**config.mk**
```make
export PLATFORM = sky130hd
export DESIGN_NAME = spath_ctrl
export DESIGN_NICKNAME = d
export VERILOG_FILES = /design/src/sv/spath_pkg.sv /design/src/sv/spath_ctrl.sv
export SDC_FILE = /design/constraint.sdc
export NUM_CORES = 1
export LEC_CHECK = 0
export BUFFER_PORTS_ARGS = -buffer_cell sky130_fd_sc_hd__buf_2
export CAP_MARGIN = 15
export CORE_MARGIN = 3
export CORE_UTILIZATION = 38
export CTS_BUF_LIST = sky130_fd_sc_hd__clkbuf_16
export CTS_CLUSTER_DIAMETER = 30
export DETAILED_ROUTE_END_ITERATION = 16
export GPL_TIMING_DRIVEN = 0
export HOLD_SLACK_MARGIN = 0.06
export PLACE_DENSITY = 0.81
export SYNTH_ARGS = -nofsm -noshare
export SYNTH_HDL_FRONTEND = slang
export SYNTH_SLANG_ARGS = --single-unit
```
**constraint.sdc**
```tcl
create_clock -name clk -period 1.35 [get_ports clk]
set_input_delay 0.27 -clock clk [delete_from_list [all_inputs] [get_ports clk]]
set_output_delay 0.27 -clock clk [all_outputs]
set_load 0.02 [all_outputs]
```
**src/sv/spath_pkg.sv**
```systemverilog
// shared types, codes and constants of the shortest path search block
`default_nettype none
package spath_pkg;

    localparam int MAX_NODES    = 64;
    localparam int NODE_BITS    = 6;
    localparam int NCNT_BITS    = 7;
    localparam int DIST_BITS    = 22;
    localparam int WEIGHT_FIELD = 16;
    localparam int DEF_MAX_EDGES   = 256;
    localparam int DEF_WEIGHT_BITS = 16;

    localparam logic [DIST_BITS-1:0] DIST_MAX = '1;
    localparam logic [NCNT_BITS-1:0] NODE_COUNT_RESET = 7'd64;

    localparam logic [1:0] CMD_CLEAR = 2'd0;
    localparam logic [1:0] CMD_ADD   = 2'd1;
    localparam logic [1:0] CMD_QUERY = 2'd2;

    localparam logic [1:0] ST_OK      = 2'd0;
    localparam logic [1:0] ST_UNREACH = 2'd1;
    localparam logic [1:0] ST_FULL    = 2'd2;
    localparam logic [1:0] ST_RANGE   = 2'd3;

    localparam logic [1:0] ADDR_NODE_COUNT = 2'd0;

    localparam logic [1:0] DA_SEL = 2'd0;
    localparam logic [1:0] DA_V   = 2'd1;
    localparam logic [1:0] DA_DST = 2'd2;

    typedef struct packed {
        logic [1:0]              command;
        logic [NODE_BITS-1:0]    edge_from;
        logic [NODE_BITS-1:0]    edge_to;
        logic [WEIGHT_FIELD-1:0] edge_weight;
        logic [NODE_BITS-1:0]    source_node;
        logic [NODE_BITS-1:0]    dest_node;
    } in_t;

    typedef struct packed {
        logic [NODE_BITS-1:0] path_node;
        logic [DIST_BITS-1:0] total_distance;
        logic                 last;
        logic [1:0]           status;
    } out_t;

    typedef struct packed {
        logic       capture;
        logic       clear_edges;
        logic       add_edge;
        logic       q_init;
        logic       sel_init;
        logic       sel_cmp;
        logic       sel_next;
        logic       settle;
        logic       scan_latch;
        logic       scan_upd;
        logic       scan_next;
        logic       walk_init;
        logic       tot_cap;
        logic       walk_step;
        logic       walk_load;
        logic       emit_out;
        logic       res_status;
        logic [1:0] status_code;
        logic [1:0] dsel;
    } ctl_t;

    typedef struct packed {
        logic [1:0] command;
        logic       bad_edge;
        logic       bad_query;
        logic       full;
        logic       sel_last;
        logic       found;
        logic       scan_empty;
        logic       scan_last;
        logic       dst_reached;
        logic       walk_stop;
        logic       emit_last;
    } sts_t;

endpackage
`default_nettype wire

```
**src/sv/spath_ctrl.sv**
```systemverilog
// controller state machine sequencing commands and the search
`default_nettype none
module spath_ctrl
    import spath_pkg::*;
(
    input  wire logic clk,
    input  wire logic rst_n,
    input  wire logic start,
    input  wire sts_t sts,
    output ctl_t      ctl,
    output logic      busy
);

    localparam logic [3:0] S_IDLE      = 4'd0;
    localparam logic [3:0] S_DECODE    = 4'd1;
    localparam logic [3:0] S_SEL_RD    = 4'd2;
    localparam logic [3:0] S_SEL_CMP   = 4'd3;
    localparam logic [3:0] S_SEL_END   = 4'd4;
    localparam logic [3:0] S_SCAN_RD   = 4'd5;
    localparam logic [3:0] S_SCAN_NODE = 4'd6;
    localparam logic [3:0] S_SCAN_UPD  = 4'd7;
    localparam logic [3:0] S_WALK_INIT = 4'd8;
    localparam logic [3:0] S_WALK_TOT  = 4'd9;
    localparam logic [3:0] S_WALK_STEP = 4'd10;
    localparam logic [3:0] S_WALK_WAIT = 4'd11;
    localparam logic [3:0] S_EMIT_RD   = 4'd12;
    localparam logic [3:0] S_EMIT_OUT  = 4'd13;

    logic [3:0] state_reg;
    logic [3:0] state_next;

    always_comb
    begin
        state_next = state_reg;
        ctl        = '0;
        ctl.dsel   = DA_SEL;
        case (state_reg)
            S_IDLE:
            begin
                if (start)
                begin
                    ctl.capture = 1'b1;
                    state_next  = S_DECODE;
                end
            end
            S_DECODE:
            begin
                state_next = S_IDLE;
                case (sts.command)
                    CMD_CLEAR:
                    begin
                        ctl.clear_edges = 1'b1;
                    end
                    CMD_ADD:
                    begin
                        ctl.res_status = 1'b1;
                        if (sts.bad_edge)
                        begin
                            ctl.status_code = ST_RANGE;
                        end
                        else if (sts.full)
                        begin
                            ctl.status_code = ST_FULL;
                        end
                        else
                        begin
                            ctl.add_edge    = 1'b1;
                            ctl.status_code = ST_OK;
                        end
                    end
                    CMD_QUERY:
                    begin
                        if (sts.bad_query)
                        begin
                            ctl.res_status  = 1'b1;
                            ctl.status_code = ST_RANGE;
                        end
                        else
                        begin
                            ctl.q_init   = 1'b1;
                            ctl.sel_init = 1'b1;
                            state_next   = S_SEL_RD;
                        end
                    end
                    default:
                    begin
                        state_next = S_IDLE;
                    end
                endcase
            end
            S_SEL_RD:
            begin
                state_next = S_SEL_CMP;
            end
            S_SEL_CMP:
            begin
                ctl.sel_cmp = 1'b1;
                if (sts.sel_last)
                begin
                    state_next = S_SEL_END;
                end
                else
                begin
                    ctl.sel_next = 1'b1;
                    state_next   = S_SEL_RD;
                end
            end
            S_SEL_END:
            begin
                if (sts.found)
                begin
                    ctl.settle = 1'b1;
                    if (sts.scan_empty)
                    begin
                        ctl.sel_init = 1'b1;
                        state_next   = S_SEL_RD;
                    end
                    else
                    begin
                        state_next = S_SCAN_RD;
                    end
                end
                else
                begin
                    state_next = S_WALK_INIT;
                end
            end
            S_SCAN_RD:
            begin
                state_next = S_SCAN_NODE;
            end
            S_SCAN_NODE:
            begin
                ctl.scan_latch = 1'b1;
                ctl.dsel       = DA_V;
                state_next     = S_SCAN_UPD;
            end
            S_SCAN_UPD:
            begin
                ctl.scan_upd = 1'b1;
                if (sts.scan_last)
                begin
                    ctl.sel_init = 1'b1;
                    state_next   = S_SEL_RD;
                end
                else
                begin
                    ctl.scan_next = 1'b1;
                    state_next    = S_SCAN_RD;
                end
            end
            S_WALK_INIT:
            begin
                ctl.dsel = DA_DST;
                if (!sts.dst_reached)
                begin
                    ctl.res_status  = 1'b1;
                    ctl.status_code = ST_UNREACH;
                    state_next      = S_IDLE;
                end
                else
                begin
                    ctl.walk_init = 1'b1;
                    state_next    = S_WALK_TOT;
                end
            end
            S_WALK_TOT:
            begin
                ctl.tot_cap = 1'b1;
                state_next  = S_WALK_STEP;
            end
            S_WALK_STEP:
            begin
                ctl.walk_step = 1'b1;
                state_next    = sts.walk_stop ? S_EMIT_RD : S_WALK_WAIT;
            end
            S_WALK_WAIT:
            begin
                ctl.walk_load = 1'b1;
                state_next    = S_WALK_STEP;
            end
            S_EMIT_RD:
            begin
                state_next = S_EMIT_OUT;
            end
            S_EMIT_OUT:
            begin
                ctl.emit_out = 1'b1;
                state_next   = sts.emit_last ? S_IDLE : S_EMIT_RD;
            end
            default:
            begin
                state_next = S_IDLE;
            end
        endcase
    end

    always_ff @(posedge clk or negedge rst_n)
    begin
        if (!rst_n)
        begin
            state_reg <= S_IDLE;
        end
        else
        begin
            state_reg <= state_next;
        end
    end

    assign busy = (state_reg != S_IDLE);

endmodule
`default_nettype wire

```
==> flow_metrics.env, run 1 <==
export IMPL_status="did not finish"
export IMPL_stop_stage="clock tree synthesis (4_1_cts)"
export IMPL_toolErrorMsg="[ERROR DPL-0038] Utilization greater than 100%, impossible to legalize"
export IMPL_syn_area_sq_um=604
export IMPL_cts_root_buf="clkbuf_16"
export IMPL_fp_row_count=13
export IMPL_ys_types=37
export IMPL_ys_ff_latch=4
export IMPL_ys_flop_type="dfrtp_1"
export IMPL_synth_avg_cell_area_sq_um=7.11
export IMPL_async_reset_ff_share_pct=100
export IMPL_place_area_sq_um=920
export IMPL_ys_warn_count=0
export IMPL_synthCells=85
export IMPL_dpl_hpwl_um=1610
export IMPL_cts_htree_levels=1
export IMPL_post_cts_resized=73
export IMPL_cts_buffers=3
export IMPL_synthesis_nets=103
export IMPL_start_util_pct=43.2
export IMPL_fp_dieH_um=45.9
export IMPL_synth_top_area_share_pct=16.6
export IMPL_clock_sinks=4
export IMPL_yosysTopAreaCell="dfrtp_1"
export IMPL_clk_path_buf_depth=2
export IMPL_io_pins=37
export IMPL_yosysSeqAreaShare_pct=16.6
export IMPL_hold_buffers=1
export IMPL_synth_edf_count=0
export IMPL_gp_congestion=0.860
export IMPL_dp_cells=136
export IMPL_cts_setup_buffers=20
export IMPL_netlist_top_cells_area="dfrtp_1 17%, ha_1 6.2%, inv_1 5.0%"
export IMPL_die_w_um=45.9
export IMPL_io_buffers=36
## per-stage QoR
step / setup WS, ns / hold WS [ns] / utilization [%]
after detailed placement: -0.348 / 0.0774 / 65.7
after global placement: -0.314 / 0.0760 / 65.7
after floorplan: -0.144 / -0.0256 / -
## Yosys cell counts, types with 2 or more instances
cell type and n:
a21oi_1 3, a31oi_1 2, and2_1 2, and3_1 3
buf_2 4, dfrtp_1 4, ha_1 3, inv_1 8
nand2_1 5, nand2b_1 4, nand3_1 2, nand4_1 2
nor2_1 8, nor2b_1 4, nor3_1 5, o211ai_1 3
o21ai_0 2, o22ai_1 2
## logic make-up after synthesis
kind of cell | Yosys count | share of synthesized area, %
AOI/OAI and AO/OA | 20 | 23.4
xor gates and xnor gates | 1 | 1.45
adders and majority gates | 3 | 6.21
buffers and inverters | 14 | 10.8
DFF | 4 | 16.6
and+or+nand+nor | 43 | 41.6
==> run 2: changes to the inputs <==
==> config.mk (replaced) <==
export PLATFORM = sky130hd
export DESIGN_NAME = spath_ctrl
export DESIGN_NICKNAME = d
export VERILOG_FILES = /design/src/sv/spath_pkg.sv /design/src/sv/spath_ctrl.sv
export SDC_FILE = /design/constraint.sdc
export NUM_CORES = 1
export LEC_CHECK = 0
export BUFFER_PORTS_ARGS = -buffer_cell sky130_fd_sc_hd__buf_2
export CAP_MARGIN = 15
export CORE_AREA = 3 3 64 66
export DETAILED_ROUTE_END_ITERATION = 16
export DIE_AREA = 0 0 67 69
export GPL_TIMING_DRIVEN = 0
export PLACE_DENSITY_LB_ADDON = 0.15
export SYNTH_ARGS = -nofsm -noshare
export SYNTH_HDL_FRONTEND = slang
export SYNTH_SLANG_ARGS = --single-unit
==> constraint.sdc (replaced) <==
create_clock -name clk -period 1.75 [get_ports clk]
set_input_delay 0.35 -clock clk [delete_from_list [all_inputs] [get_ports clk]]
set_output_delay 0.35 -clock clk [all_outputs]
set_load 0.02 [all_outputs]
==> run 2 against run 1 <==
Effect of this change: the flow now finishes, with violations (setup timing); synthesized area stayed put; synthesized cell count unchanged.
==> flow_metrics.env, run 2 <==
export IMPL_fin_worst_skew_ns=0.000218
export IMPL_setup_ws_ns=-0.0911
export IMPL_cts_tree="done"
export IMPL_slew_headroom_pct=81.6
export IMPL_synthesis_nets=103
export IMPL_peakVddDrop_uv=326
export IMPL_grt_max_degree=11
export IMPL_area_growth_pct=101
export IMPL_cp_data_required_time_ns=1.40
export IMPL_slowest_stage="or4_4"
export IMPL_ys_ff_latch=4
export IMPL_fin_crit_sh_pct=105
export IMPL_yosysSeqAreaShare_pct=16.6
export IMPL_synth_avg_cell_area_sq_um=7.11
export IMPL_netlist_top_cells_area="dfrtp_1 17%, ha_1 6.2%, inv_1 5.0%"
export IMPL_final_util_pct=33.5
export IMPL_antenna_diode_count=0
export IMPL_cts_buffers=3
export IMPL_fmax_mhz=543
export IMPL_start_util_pct=16.6
export IMPL_clk_latency_ns=0.21
export IMPL_crit_top_cell="buf_6"
export IMPL_drt_iter0_drc=45
export IMPL_yosysTopAreaCell="dfrtp_1"
export IMPL_vias=844
export IMPL_die_w_um=67
export IMPL_place_area_sq_um=851
export IMPL_grt_pass1_wl_um=3850
export IMPL_cp_top_family="simple AND/OR/NAND/NOR gates"
export IMPL_hold_viol_final=0
export IMPL_finalSetupViolations=9
export IMPL_synth_edf_count=0
export IMPL_antenna_found_initial=0
export IMPL_arrival_ns=1.49
export IMPL_worstSetupPathDepth=4
export IMPL_cpPeakStageDelay_ns=0.57
export IMPL_grt_pass1_vias=841
export IMPL_nFillCells=394
export IMPL_cp_start_kind="flip-flop"
export IMPL_cts_htree_levels=1
export IMPL_fin_nets=157
export IMPL_drive_above_1_share_pct=61.3
export IMPL_dpl_hpwl_um=1710
export IMPL_synth_top_area_share_pct=16.6
export IMPL_worstMarginPinSlew_ns=0.274
export IMPL_maxCapViolations=0
export IMPL_syn_area_sq_um=604
export IMPL_fp_dieH_um=69
export IMPL_drcViolationCount=0
export IMPL_critical_path_cell_chain="buf_6 > or4_4 > nor2_4 > buf_6"
export IMPL_gp_congestion=0.806
export IMPL_cellLeakagePower_nw=0.575
export IMPL_power_density_nw_per_um2=1570
export IMPL_fp_row_count=22
export IMPL_drtPass1Iterations=4
export IMPL_critical_path_class="flip-flop to output pin"
export IMPL_routedWlPerCell_um=13.0
export IMPL_core_sq_um=3630
export IMPL_ant_nets=0
export IMPL_grt_use_total_pct=10.3
export IMPL_cts_root_buf="clkbuf_8"
export IMPL_largest_reg_flops=4
export IMPL_io_pins=37
export IMPL_grt_ovfl_total=0
export IMPL_io_buffers=36
export IMPL_slew_violations=0
export IMPL_synth_common_cells="8 x inv_1, 8 x nor2_1, 5 x nand2_1, 5 x nor3_1"
export IMPL_end_kind="output pin"
export IMPL_final_cell_mix="23 x buf_2, 16 x buf_6, 15 x buf_4, 7 x inv_1, 5 x nor2_1"
export IMPL_worst_path_buf_inv=2
export IMPL_critPathMaxFanout=7
export IMPL_clock_sinks=4
export IMPL_drt_wl_total_um=2410
export IMPL_die_area_sq_um=4620
export IMPL_clk_pin_slew_ns=0.03
export IMPL_clk_path_buf_depth=2
export IMPL_ys_warn_count=0
export IMPL_status="finished, violations left"
export IMPL_vias_per_cell=4.56
export IMPL_ys_types=37
export IMPL_reg2reg_depth=5
export IMPL_synthCells=85
export IMPL_violations="setup timing"
export IMPL_final_common_cell="buf_2"
export IMPL_rsz0062_at_grt="true"
export IMPL_fin_area_sq_um=1220
export IMPL_async_reset_ff_share_pct=100
export IMPL_hold_path_class="input port to asynchronous set/reset pin"
export IMPL_ys_flop_type="dfrtp_1"
export IMPL_period_minus_slack_ns=1.84
==> run 2: kinds of logic after synthesis <==
family          Yosys count  share of synthesized area [%]
compound gates           20                           23.4
flops                     4                           16.6
simple gates             43                           41.6
buf+inv                  14                           10.8
fa+ha+maj                 3                           6.21
xor+xnor                  1                           1.45
==> run 2: where the power goes <==
group	internal [W]	switching (W)
clock network	0.000146	0.0000432
registers	0.000147	0.0000550
logic	0.000719	0.000797
total	0.00101	0.000895
==> run 2: final cells by class <==
type | count | area [sq um] | area share [%]
tap | 48 | 60.1 | 4.93
clock buffer | 3 | 41.3 | 3.39
timing repair buffer | 49 | 357 | 29.3
multi-input combinational | 67 | 562 | 46.1
sequential | 4 | 103 | 8.43
inverter | 8 | 33.8 | 2.77
buffer | 6 | 61.3 | 5.04
==> run 2: per-layer routing <==
metal  global-route usage (%)  up-vias  part of all wire (%)
li1                         -      412                     -
met3                     1.14        0                   7.1
met2                     16.9       41                    48
met4                     3.60        0                     0
met1                     13.6      391                    45
met5                        0        -                     0
==> run 2: what timing repair did <==
| action | CTS | global route |
|---|---|---|
| pin swaps | 11 | 8 |
| setup endpoints to repair | 19 | 20 |
| setup buffers | 12 | 1 |
| hold buffers | 1 | 0 |
| gates resized for setup | 45 | 17 |
| endpoints found under the hold margin | 4 | 0 |
==> run 2: path summary, 6_finish.rpt <==
check | startpoint | endpoint | slack [ns]
max | state_reg[3] | ctl[20] | -0.09
min | rst_n | state_reg[1] | 0.47
max reg2reg | state_reg[3] | state_reg[0] | 0.18
min reg2reg | state_reg[0] | state_reg[2] | 0.73
max in group asynchronous | rst_n | state_reg[2] | 1.16
min in group clk | start | state_reg[0] | 0.48
==> run 2: worst register-to-register path, cell delays in order, from the launching register on <==
cell	delay [ns]
dfrtp_1	0.36
buf_6	0.13
or4_4	0.57
buf_4	0.16
o22ai_2	0.14
o21ai_1	0.08
==> run 2: stage by stage <==
| stage | TNS, ns | hold slack (ns) | setup WS [ns] | instances | total power [W] |
|---|---|---|---|---|---|
| final | -0.319 | 0.467 | -0.0911 | 185 | 0.00191 |
| after global routing | -1.20 | 0.475 | -0.134 | 185 | 0.00205 |
| after CTS | -0.455 | 0.472 | -0.103 | 184 | 0.00180 |
| after detailed placement | -0.225 | 0.156 | -0.0656 | 169 | 0.00120 |
| after global placement | -0.181 | 0.156 | -0.0568 | 169 | 0.00120 |
| after floorplan | 0 | 0.0544 | 0.0115 | 85 | 0.000913 |
Power figures use the tool's default switching activity.
